==> src/rtl/pem_pkg.sv <==
// Shared types, constants and codes of the Prewitt edge magnitude block.
package pem_pkg;

	localparam int DIM_W         = 13;
	localparam int POS_W         = 12;
	localparam int CH_W          = 8;
	localparam int NUM_CH        = 3;
	localparam int PIX_W         = CH_W * NUM_CH;
	localparam int MAX_WIDTH_DEF = 4096;
	localparam int MAX_HEIGHT    = 4096;
	localparam int MIN_DIM       = 3;
	localparam int WIDTH_RST     = 640;
	localparam int HEIGHT_RST    = 480;
	localparam int MAG_SAT       = 255;

	localparam int GRAD_W = 10;
	localparam int SQ_W   = 2 * GRAD_W;
	localparam int ACC_W  = SQ_W + 1;
	localparam int ROOT_W = 17;
	localparam int STEP_W = 3;

	localparam logic [STEP_W-1:0] SQ_LAST   = STEP_W'(2 * NUM_CH - 1);
	localparam logic [STEP_W-1:0] ROOT_LAST = STEP_W'(CH_W - 1);

	localparam int CFG_IDX_W = 1;
	localparam logic [CFG_IDX_W-1:0] REG_IMAGE_WIDTH  = 1'd0;
	localparam logic [CFG_IDX_W-1:0] REG_IMAGE_HEIGHT = 1'd1;

	typedef struct packed {
		logic [CH_W-1:0] pix_red;
		logic [CH_W-1:0] pix_green;
		logic [CH_W-1:0] pix_blue;
	} pix_t;

	typedef struct packed {
		logic [POS_W-1:0] out_col;
		logic [POS_W-1:0] out_row;
		logic [CH_W-1:0]  mag_blue;
		logic [CH_W-1:0]  mag_green;
		logic [CH_W-1:0]  mag_red;
		logic             frame_end;
	} res_t;

	typedef enum logic [2:0] {
		ST_IDLE,
		ST_UPD,
		ST_GRAD,
		ST_SQ,
		ST_RINIT,
		ST_ROOT,
		ST_EMIT
	} state_t;

	typedef struct packed {
		logic              accept;
		logic              update;
		logic              grad;
		logic              square;
		logic              root_init;
		logic              root_step;
		logic              load_out;
		logic [STEP_W-1:0] step;
	} cmd_t;

	typedef struct packed {
		logic emit;
		logic out_free;
	} sts_t;

endpackage

==> src/rtl/pem_ctrl.sv <==
// Sequencer for the Prewitt edge magnitude block.
module pem_ctrl
	import pem_pkg::*;
(
	input  logic clk,
	input  logic arst_n,
	input  logic in_valid,
	output logic in_ready,
	input  sts_t sts,
	output cmd_t cmd
);

	state_t            state_q, state_d;
	logic [STEP_W-1:0] step_q;

	always_ff @(posedge clk or negedge arst_n) begin
		if (!arst_n) begin
			state_q <= ST_IDLE;
			step_q  <= '0;
		end else begin
			state_q <= state_d;
			case (state_q)
				ST_GRAD:  step_q <= '0;
				ST_SQ:    step_q <= step_q + STEP_W'(1);
				ST_RINIT: step_q <= ROOT_LAST;
				ST_ROOT:  step_q <= step_q - STEP_W'(1);
				default:  step_q <= step_q;
			endcase
		end
	end

	always_comb begin
		state_d = state_q;
		unique case (state_q)
			ST_IDLE:  if (in_valid) state_d = ST_UPD;
			ST_UPD:   state_d = sts.emit ? ST_GRAD : ST_IDLE;
			ST_GRAD:  state_d = ST_SQ;
			ST_SQ:    if (step_q == SQ_LAST) state_d = ST_RINIT;
			ST_RINIT: state_d = ST_ROOT;
			ST_ROOT:  if (step_q == '0) state_d = ST_EMIT;
			ST_EMIT:  if (sts.out_free) state_d = ST_IDLE;
			default:  state_d = ST_IDLE;
		endcase
	end

	always_comb begin
		cmd      = '0;
		cmd.step = step_q;
		in_ready = 1'b0;
		unique case (state_q)
			ST_IDLE: begin
				in_ready   = 1'b1;
				cmd.accept = in_valid;
			end
			ST_UPD:   cmd.update    = 1'b1;
			ST_GRAD:  cmd.grad      = 1'b1;
			ST_SQ:    cmd.square    = 1'b1;
			ST_RINIT: cmd.root_init = 1'b1;
			ST_ROOT:  cmd.root_step = 1'b1;
			ST_EMIT:  cmd.load_out  = sts.out_free;
			default:  cmd = '0;
		endcase
	end

endmodule

==> config.mk <==
export PLATFORM = sky130hd
export DESIGN_NAME = pem_ctrl
export DESIGN_NICKNAME = d
export VERILOG_FILES = /design/src/rtl/pem_pkg.sv /design/src/rtl/pem_ctrl.sv
export SDC_FILE = /design/constraint.sdc
export NUM_CORES = 1
export LEC_CHECK = 0
export ABC_AREA = 1
export BUFFER_PORTS_ARGS = -buffer_cell sky130_fd_sc_hd__buf_2
export CAP_MARGIN = 20
export CORE_AREA = 2 2 39 41
export DETAILED_ROUTE_END_ITERATION = 7
export DIE_AREA = 0 0 41 43
export MAX_ROUTING_LAYER = met4
export PLACE_DENSITY = 0.7
export SYNTH_ARGS = -nofsm -noshare
export SYNTH_HDL_FRONTEND = slang
export SYNTH_SLANG_ARGS = --single-unit
==> constraint.sdc <==
create_clock -name clk -period 1.8 [get_ports clk]
set_input_delay 0.45 -clock clk [delete_from_list [all_inputs] [get_ports clk]]
set_output_delay 0.45 -clock clk [all_outputs]
set_load 0.1 [all_outputs]
==> results.sh, run 1 <==
export IMPL_cp_top_family="flip-flops"
export IMPL_vias_per_cell=4.92
export IMPL_synth_area_top_cells="dfrtp_1 27%, nand2_1 19%, inv_1 13%, ha_1 6.7%, nor2_1 6.7%"
export IMPL_crit_path_frequent_cell="nand2_2"
export IMPL_antenna_found_initial=0
export IMPL_synth_top_area_share_pct=26.7
export IMPL_worstPathMaxFanout=6
export IMPL_worstSetupEndpointType="output pin"
export IMPL_root_buffer="clkbuf_4"
export IMPL_wl_mm=1.37
export IMPL_synth_common_cells="28 x nand2_1, 20 x inv_1, 10 x nor2_1"
export IMPL_hold_viol=0
export IMPL_port_buffers=15
export IMPL_maxSlewViolCount=0
export IMPL_grt_pass1_vias=604
export IMPL_drc=0
export IMPL_path_cells="nand2_2, inv_2, nand2_2, nand2_2, clkinvlp_4, buf_12"
export IMPL_ys_warn_count=0
export IMPL_r2r_start="state_q[2]"
export IMPL_ys_types=18
export IMPL_fillers=114
export IMPL_num_nets_final=122
export IMPL_ant_nets=0
export IMPL_die_width_um=41
export IMPL_gr_usage_all_layers_pct=20.2
export IMPL_start_util_pct=40.6
export IMPL_status="finished, final reports clean"
export IMPL_clock_latency_ps=240
export IMPL_yosysSeqAreaShare_pct=26.7
export IMPL_setup_violations=0
export IMPL_finalCriticalPeriod_ps=1750
export IMPL_critical_path_buf_inv_count=3
export IMPL_drt_first_iter_violations=9
export IMPL_syn_cell_area_um2=562
export IMPL_vias=635
export IMPL_multi_input_area_um2=362
export IMPL_numCtsBuffers=3
export IMPL_gp_congestion=0.850
export IMPL_hold_buffers=0
export IMPL_tns_ps=0
export IMPL_io_pins=16
export IMPL_synth_area_per_cell_um2=6.17
export IMPL_crit_path_start="state_q[1]"
export IMPL_rsz0062_at_grt="yes"
export IMPL_diodes=0
export IMPL_hold_class="input port to async pin"
export IMPL_critPathRequiredTime_ps=1350
export IMPL_synthesis_nets=99
export IMPL_overflow=0
export IMPL_htree_num_levels=1
export IMPL_start_kind="flip-flop"
export IMPL_worstMarginPinSlew_ps=264
export IMPL_cpPeakStageDelay_ps=450
export IMPL_critical_path_slowest_cell="dfrtp_2"
export IMPL_maxCapViolCount=0
export IMPL_max_freq_mhz=573
export IMPL_netlist_instances=91
export IMPL_fin_crit_sh_pct=97.0
export IMPL_clk_pin_slew_worst_paths_ps=50
export IMPL_synth_edff_count=0
export IMPL_skew_ps=5.44
export IMPL_core_area_um2=1380
export IMPL_wl_per_cell_um=10.6
export IMPL_ys_ff_latch=6
export IMPL_syn_to_final_growth_pct=66.6
export IMPL_clockBufferDepth=2
export IMPL_grt_pass1_wl_mm=2.36
export IMPL_tritoncts="yes"
export IMPL_grt_max_degree=11
export IMPL_die_h_um=43
export IMPL_dpl_cell_count=122
export IMPL_drive_above_1_share_pct=44.2
export IMPL_cts_num_sinks=6
export IMPL_yosysMostFrequentCell="nand2_1"
export IMPL_async_flop_share_pct=100
export IMPL_rows=14
export IMPL_firstDrtPassIters=4
export IMPL_hpwl_mm=1.11
export IMPL_synthFlopType="dfrtp_1"
export IMPL_cp_arrival_ps=1300
export IMPL_path_class="flip-flop to output pin"
export IMPL_slew_headroom_pct=82.4
export IMPL_register_area_um2=154
export IMPL_dieArea_um2=1760
export IMPL_layout_cells_non_filler=129
export IMPL_synth_area_leader_cell="dfrtp_1"
==> state kept, by name, summed over array words and instances, names as in the netlist <==
register  count
state_q       3
step_q        3
==> cell type report <==
| cell class | instances | share of cell area [%] |
|---|---|---|
| Tap cell | 16 | 2.14 |
| Clock buffer | 4 | 2.81 |
| Multi-Input combinational cell | 61 | 38.6 |
| Inverter | 22 | 10.3 |
| Sequential cell | 6 | 16.4 |
| Timing Repair Buffer | 20 | 29.7 |
==> cell usage in the layout, fill, tap and decap left out, types with 2 or more instances in the layout <==
cell        synthesis  final
clkinvlp_4          0      3
ha_1                3      3
dfrtp_2             0      3
nand2_1            28     22
a22oi_1             2      2
buf_12              0     11
inv_1              20     13
buf_4               0      5
nand2_2             3      9
nand4_1             3      3
nor3_4              1      2
nor2_4              0      3
dfrtp_1             6      3
inv_2               2      5
nand3_1             4      4
a21oi_1             3      3
clkbuf_4            0      3
buf_2               1      4
nor2_1             10      7
==> stage by stage <==
| stage | setup WS [ps] | utilization, % | area, um2 | hold WS, ps |
|---|---|---|---|---|
| after floorplan | -91.5 | - | 613 | 154 |
| after global placement | 252 | 62.8 | 870 | 276 |
| after detailed placement | 196 | 62.8 | 870 | 275 |
| after CTS | 6.71 | 65.9 | 912 | 9.02 |
| after global routing | -11.6 | 67.6 | 936 | 6.12 |
| final | 53.9 | 67.6 | 936 | 18.6 |
==> per-layer routing <==
metal / share of wire (%) / up-vias / GRT usage [%]
li1: - / 325 / -
met1: 42 / 290 / 24.7
met2: 53 / 18 / 29.4
met3: 3.5 / 2 / 4.71
met4: 1.3 / 0 / 11.3
met5: 0 / - / -
==> kinds of logic (layout without fill, tap and decap cells) <==
kind of cell,count (synthesis),count (layout),synth area share (%)
and+or+nand+nor,51,51,41.2
buffers and inverters,24,46,17.6
AOI/OAI and AO/OA,7,7,7.79
DFF,6,6,26.7
adders and majority gates,3,3,6.68
==> worst paths after layout <==
kind	end	depth (start not counted)	slack, ps
min	state_q[2]	1	20
max reg2reg	step_q[2]	11	280
max in group asynchronous	state_q[0]	1	1630
max	cmd[1]	6	50
min in group clk	state_q[2]	2	570
min reg2reg	state_q[2]	2	570
==> what timing repair did <==
item / CTS / global route
hold endpoints to repair: 0 / 0
pin swaps: 0 / 2
setup buffers: 2 / 1
resized for setup: 1 / 11
endpoints found under the setup margin: 7 / 10
Power of run 1 is not shown: default switching activity piles up to over one toggle a cycle in this logic, so the estimate is an artifact.
==> run 2, diff against run 1 <==
--- a/config.mk
+++ b/config.mk
@@ -9,6 +9,7 @@
 export BUFFER_PORTS_ARGS = -buffer_cell sky130_fd_sc_hd__buf_2
 export CAP_MARGIN = 20
 export CORE_AREA = 2 2 39 41
+export CTS_BUF_LIST = sky130_fd_sc_hd__clkbuf_16
 export DETAILED_ROUTE_END_ITERATION = 7
 export DIE_AREA = 0 0 41 43
 export MAX_ROUTING_LAYER = met4
==> run 2 against run 1 <==
Compared with the run above:
- register-to-register slack better by 20 ps
- sequential share of layout area is 0.79 points lower
- fmax is 0.70% lower
- design area is 5.1% higher
- final cell count stayed put
- wire length is 0.59% higher
- via count is 0.94% higher
- setup slack worse by 12 ps
- first-iteration DRC count is 33% lower
- non-clock buffer count stayed put
- hold slack better by 14 ps
- clock skew is 2.0 ps lower
==> results.sh, run 2 (synthesis results as in run 1) <==
export IMPL_syn_to_final_growth_pct=75.1
export IMPL_worstPathMaxFanout=6
export IMPL_htree_num_levels=1
export IMPL_num_nets_final=122
export IMPL_gr_usage_all_layers_pct=21.0
export IMPL_hold_buffers=0
export IMPL_start_kind="flip-flop"
export IMPL_pre_cts_ws_ps=196
export IMPL_maxCapViolCount=0
export IMPL_rr_worst_depth=10
export IMPL_final_common_cell="nand2_1"
export IMPL_core_area_um2=1380
export IMPL_register_area_um2=154
export IMPL_port_buffers=15
export IMPL_wl_per_cell_um=10.7
export IMPL_reg2reg_slack_ps=300
export IMPL_fin_util_pct=71.1
export IMPL_grt_pass1_vias=617
export IMPL_dieArea_um2=1760
export IMPL_firstDrtPassIters=4
export IMPL_critical_path_buf_inv_count=3
export IMPL_status="finished, final reports clean"
export IMPL_hold_viol=0
export IMPL_fillers=108
export IMPL_drive_above_1_share_pct=39.8
export IMPL_path_depth=6
export IMPL_maxSlewViolCount=0
export IMPL_overflow=0
export IMPL_die_h_um=43
export IMPL_cpPeakStageDelay_ps=430
export IMPL_vias=641
export IMPL_worstMarginPinSlew_ps=263
export IMPL_cts_num_sinks=6
export IMPL_crit_path_start="state_q[1]"
export IMPL_root_buffer="clkbuf_16"
export IMPL_start_util_pct=40.6
export IMPL_multi_input_area_um2=357
export IMPL_r2r_start="state_q[0]"
export IMPL_drc=0
export IMPL_grtUsageMet1_pct=25.0
export IMPL_ant_nets=0
export IMPL_drt_first_iter_violations=6
export IMPL_gp_congestion=0.850
export IMPL_hpwl_mm=1.11
export IMPL_critical_path_slowest_cell="dfrtp_2"
export IMPL_tns_ps=0
export IMPL_clockBufferDepth=2
export IMPL_mostFrequentLayoutCells="24 x nand2_1, 17 x inv_1, 11 x buf_12"
export IMPL_fin_crit_sh_pct=97.7
export IMPL_hold_class="input port to async pin"
export IMPL_clk_pin_slew_worst_paths_ps=30
export IMPL_final_setup_worst_slack_ps=41.5
export IMPL_critPathRequiredTime_ps=1350
export IMPL_post_dp_cell_area_um2=870
export IMPL_grt_max_degree=11
export IMPL_grtUsageMet3_pct=3.14
export IMPL_grt_pass1_wl_mm=2.41
export IMPL_setup_violations=0
export IMPL_numCtsBuffers=3
export IMPL_diodes=0
export IMPL_die_width_um=41
export IMPL_skew_ps=3.43
export IMPL_wl_mm=1.37
export IMPL_finalCriticalPeriod_ps=1760
export IMPL_max_freq_mhz=569
export IMPL_antenna_found_initial=0
export IMPL_slew_headroom_pct=82.5
export IMPL_top_regs="state_q: 3 flops, step_q: 3 flops"
export IMPL_tritoncts="yes"
export IMPL_path_class="flip-flop to output pin"
export IMPL_vias_per_cell=4.97
export IMPL_use_met2_pct=29.7
export IMPL_top_usage_layer="met2"
export IMPL_path_cells="nand2_1, inv_1, nand2_2, nand2_2, clkinvlp_4, buf_12"
export IMPL_rows=14
export IMPL_worstSetupEndpointType="output pin"
export IMPL_cp_top_family="flip-flops"
export IMPL_worstReg2RegEnd="step_q[2]"
export IMPL_endpoint="cmd[1]"
export IMPL_fin_area_um2=983
export IMPL_crit_path_frequent_cell="nand2_2"
export IMPL_io_pins=16
export IMPL_cp_arrival_ps=1310
export IMPL_clock_latency_ps=230
-- run 2: cell types whose count changed in the layout (fill, tap and decap cells not counted) --
cell,before,now
inv_1,13,17
clkbuf_16,0,3
clkbuf_4,3,0
inv_2,5,2
nand2_1,22,24
nand2_2,9,7
clkbuf_1,1,0
-- run 2: worst register-to-register path, stage by stage (launching register included) --
cell and delay (ps):
dfrtp_2 470, buf_4 160, nand4_1 110, nand2_1 90, inv_1 40, ha_1 160
inv_1 50, nand2_1 60, nand2_1 70, nand3_1 80, a21oi_1 140
-- run 2: layout make-up --
class / instances / share of cell area, %
inverters: 22 / 9.80
clock inverters: 1 / 0.382
flip-flops and latches: 6 / 15.6
multi-input cells: 61 / 36.3
clock buffers: 3 / 7.63
well taps: 16 / 2.04
repair buffers: 20 / 28.2
-- run 2: how the worst min path moves through the flow --
stage,slack (ps),cells past startpoint,to
after floorplan,150,0,state_q[0]
after global placement,280,1,state_q[2]
after detailed placement,280,1,state_q[2]
after CTS,30,1,state_q[2]
after global routing,30,1,state_q[2]
final,30,1,state_q[1]
-- run 2: stage by stage --
stage | std cells | hold slack, ps
floorplan | 91 | 154
global placement | 122 | 276
detailed placement | 122 | 275
CTS | 128 | 33.0
global route | 129 | 34.5
finish | 129 | 32.6
-- run 2: timing repair --
action                     in CTS  in global routing
pin swaps                       0                  1
buffers inserted                2                  1
setup endpoints to repair       6                  7
gates cloned                    0                  0
gates resized for setup         1                  6
-- run 2: layer usage --
layer  wire length, um  up-vias
met2               693       24
met5                 0        -
li1                  -      321
met4                54        0
met3                49        6
met1               577      290
Power of run 2 is left out for the same reason.
==> run 3, diff against run 2 <==
--- a/config.mk
+++ b/config.mk
@@ -6,6 +6,7 @@
 export NUM_CORES = 1
 export LEC_CHECK = 0
 export ABC_AREA = 1
+export ABC_CLOCK_PERIOD_IN_PS = 1800
 export BUFFER_PORTS_ARGS = -buffer_cell sky130_fd_sc_hd__buf_2
 export CAP_MARGIN = 20
 export CORE_AREA = 2 2 39 41
@@ -13,7 +14,7 @@
 export DETAILED_ROUTE_END_ITERATION = 7
 export DIE_AREA = 0 0 41 43
 export MAX_ROUTING_LAYER = met4
-export PLACE_DENSITY = 0.7
+export PLACE_DENSITY_LB_ADDON = 0.3
 export SYNTH_ARGS = -nofsm -noshare
 export SYNTH_HDL_FRONTEND = slang
 export SYNTH_SLANG_ARGS = --single-unit
==> run 3 against run 2 <==
Compared with the run above:
- setup slack got worse by 1.9 ps
- clock skew shrank 1.0 ps
- first-iteration DRC count grew to 2.7 times the previous value
- design area shrank 1.1%
- flip-flop and latch count is the same
- critical path type unchanged
- critical endpoint is now cmd[3]
==> results.sh, run 3 (synthesis results as in run 1) <==
export IMPL_status="finished, final reports clean"
export IMPL_crit_path_start="state_q[0]"
export IMPL_core_area_um2=1380
export IMPL_register_area_um2=153
export IMPL_clockBufferDepth=2
export IMPL_tritoncts="yes"
export IMPL_fillers=103
export IMPL_tns_ps=0
export IMPL_top_regs="state_q: 3 flops, step_q: 3 flops"
export IMPL_maxCapViolCount=0
export IMPL_path_class="flip-flop to output pin"
export IMPL_dpl_cell_count=122
export IMPL_cts_num_sinks=6
export IMPL_syn_to_final_growth_pct=73.1
export IMPL_root_buffer="clkbuf_16"
export IMPL_vias_per_cell=4.88
export IMPL_r2r_start="state_q[2]"
export IMPL_maxSlewViolCount=0
export IMPL_overflow=0
export IMPL_grt_pass1_wl_mm=2.24
export IMPL_gr_usage_all_layers_pct=19.0
export IMPL_io_pins=16
export IMPL_wl_per_cell_um=10.4
export IMPL_reg2reg_slack_ps=240
export IMPL_fin_crit_sh_pct=97.8
export IMPL_drt_first_iter_violations=16
export IMPL_hold_viol=0
export IMPL_rows=14
export IMPL_grt_pass1_vias=543
export IMPL_hold_buffers=0
export IMPL_die_h_um=43
export IMPL_vias=624
export IMPL_die_width_um=41
export IMPL_worstSetupEndpointType="output pin"
export IMPL_multi_input_area_um2=354
export IMPL_worstPathMaxFanout=10
export IMPL_rsz0062_at_grt="yes"
export IMPL_max_freq_mhz=568
export IMPL_port_buffers=15
export IMPL_numCtsBuffers=3
export IMPL_start_kind="flip-flop"
export IMPL_dieArea_um2=1760
export IMPL_critPathRequiredTime_ps=1350
export IMPL_wl_mm=1.33
export IMPL_hold_class="input port to async pin"
export IMPL_mostFrequentLayoutCells="25 x nand2_1, 18 x inv_1, 11 x buf_12"
export IMPL_hpwl_mm=1.06
export IMPL_htree_num_levels=1
export IMPL_grt_max_degree=11
export IMPL_ant_nets=0
export IMPL_diodes=0
export IMPL_worstMarginPinSlew_ps=245
export IMPL_clock_latency_ps=230
export IMPL_layout_cells_non_filler=128
export IMPL_skew_ps=2.41
export IMPL_final_common_cell="nand2_1"
export IMPL_setup_violations=0
export IMPL_start_util_pct=40.6
export IMPL_drive_above_1_share_pct=36.6
export IMPL_clk_pin_slew_worst_paths_ps=30
export IMPL_endpoint="cmd[3]"
export IMPL_cp_arrival_ps=1310
export IMPL_slew_headroom_pct=83.7
export IMPL_firstDrtPassIters=4
export IMPL_finalCriticalPeriod_ps=1760
export IMPL_antenna_found_initial=0
export IMPL_rr_worst_depth=12
export IMPL_worstReg2RegEnd="step_q[2]"
export IMPL_num_nets_final=121
export IMPL_gp_congestion=0.866
export IMPL_drc=0
[run 3: changes by cell type in the layout (fill, tap and decap cells not counted), sizes merged]
cell / before / now
buf: 20 / 19
[run 3: layer usage]
layer	share of wire, %	routed length (um)	up-vias	track usage (%)
met1	44	581	291	22.2
met3	2.6	34	0	2.09
li1	-	-	322	-
met4	0	0	0	10.0
met5	0	0	-	-
met2	54	715	11	30.3
[run 3: critical path, cell delays in order (launching register included)]
cell	delay, ps
dfrtp_2	480
inv_1	160
nand2_1	140
nor2_4	120
buf_12	180
[run 3: layout make-up]
cell class | instances | share of cell area (%)
multi-input cells | 61 | 36.4
repair buffers | 19 | 27.8
flip-flops and latches | 6 | 15.7
inverters | 22 | 9.91
clock buffers | 3 | 7.72
well taps | 16 | 2.06
clock inverters | 1 | 0.386
[run 3: worst min path at each step]
stage                 from         end  cells past startpoint
floorplan           arst_n  state_q[0]                      0
global placement    arst_n   step_q[0]                      1
detailed placement  arst_n   step_q[0]                      1
CTS                 arst_n   step_q[1]                      1
global route        arst_n   step_q[1]                      1
finish              arst_n   step_q[1]                      1
[run 3: what timing repair did]
action | in CTS | in global routing
setup endpoints to repair | 3 | 4
pin swaps | 0 | 2
gates resized for setup | 1 | 3
hold endpoints to repair | 0 | 0
setup buffers | 0 | 2
[run 3: metrics by stage]
step | hold WS, ps | utilization (%) | instance area (um2) | setup slack, ps
final | 37.3 | 70.3 | 972 | 39.7
after global routing | 40.2 | 70.3 | 972 | -21.2
after CTS | 34.5 | 68.6 | 950 | 4.76
after detailed placement | 275 | 62.8 | 870 | 177
after global placement | 274 | 62.8 | 870 | 237
after floorplan | 154 | - | 613 | -91.5
Power of run 3 is left out for the same reason.
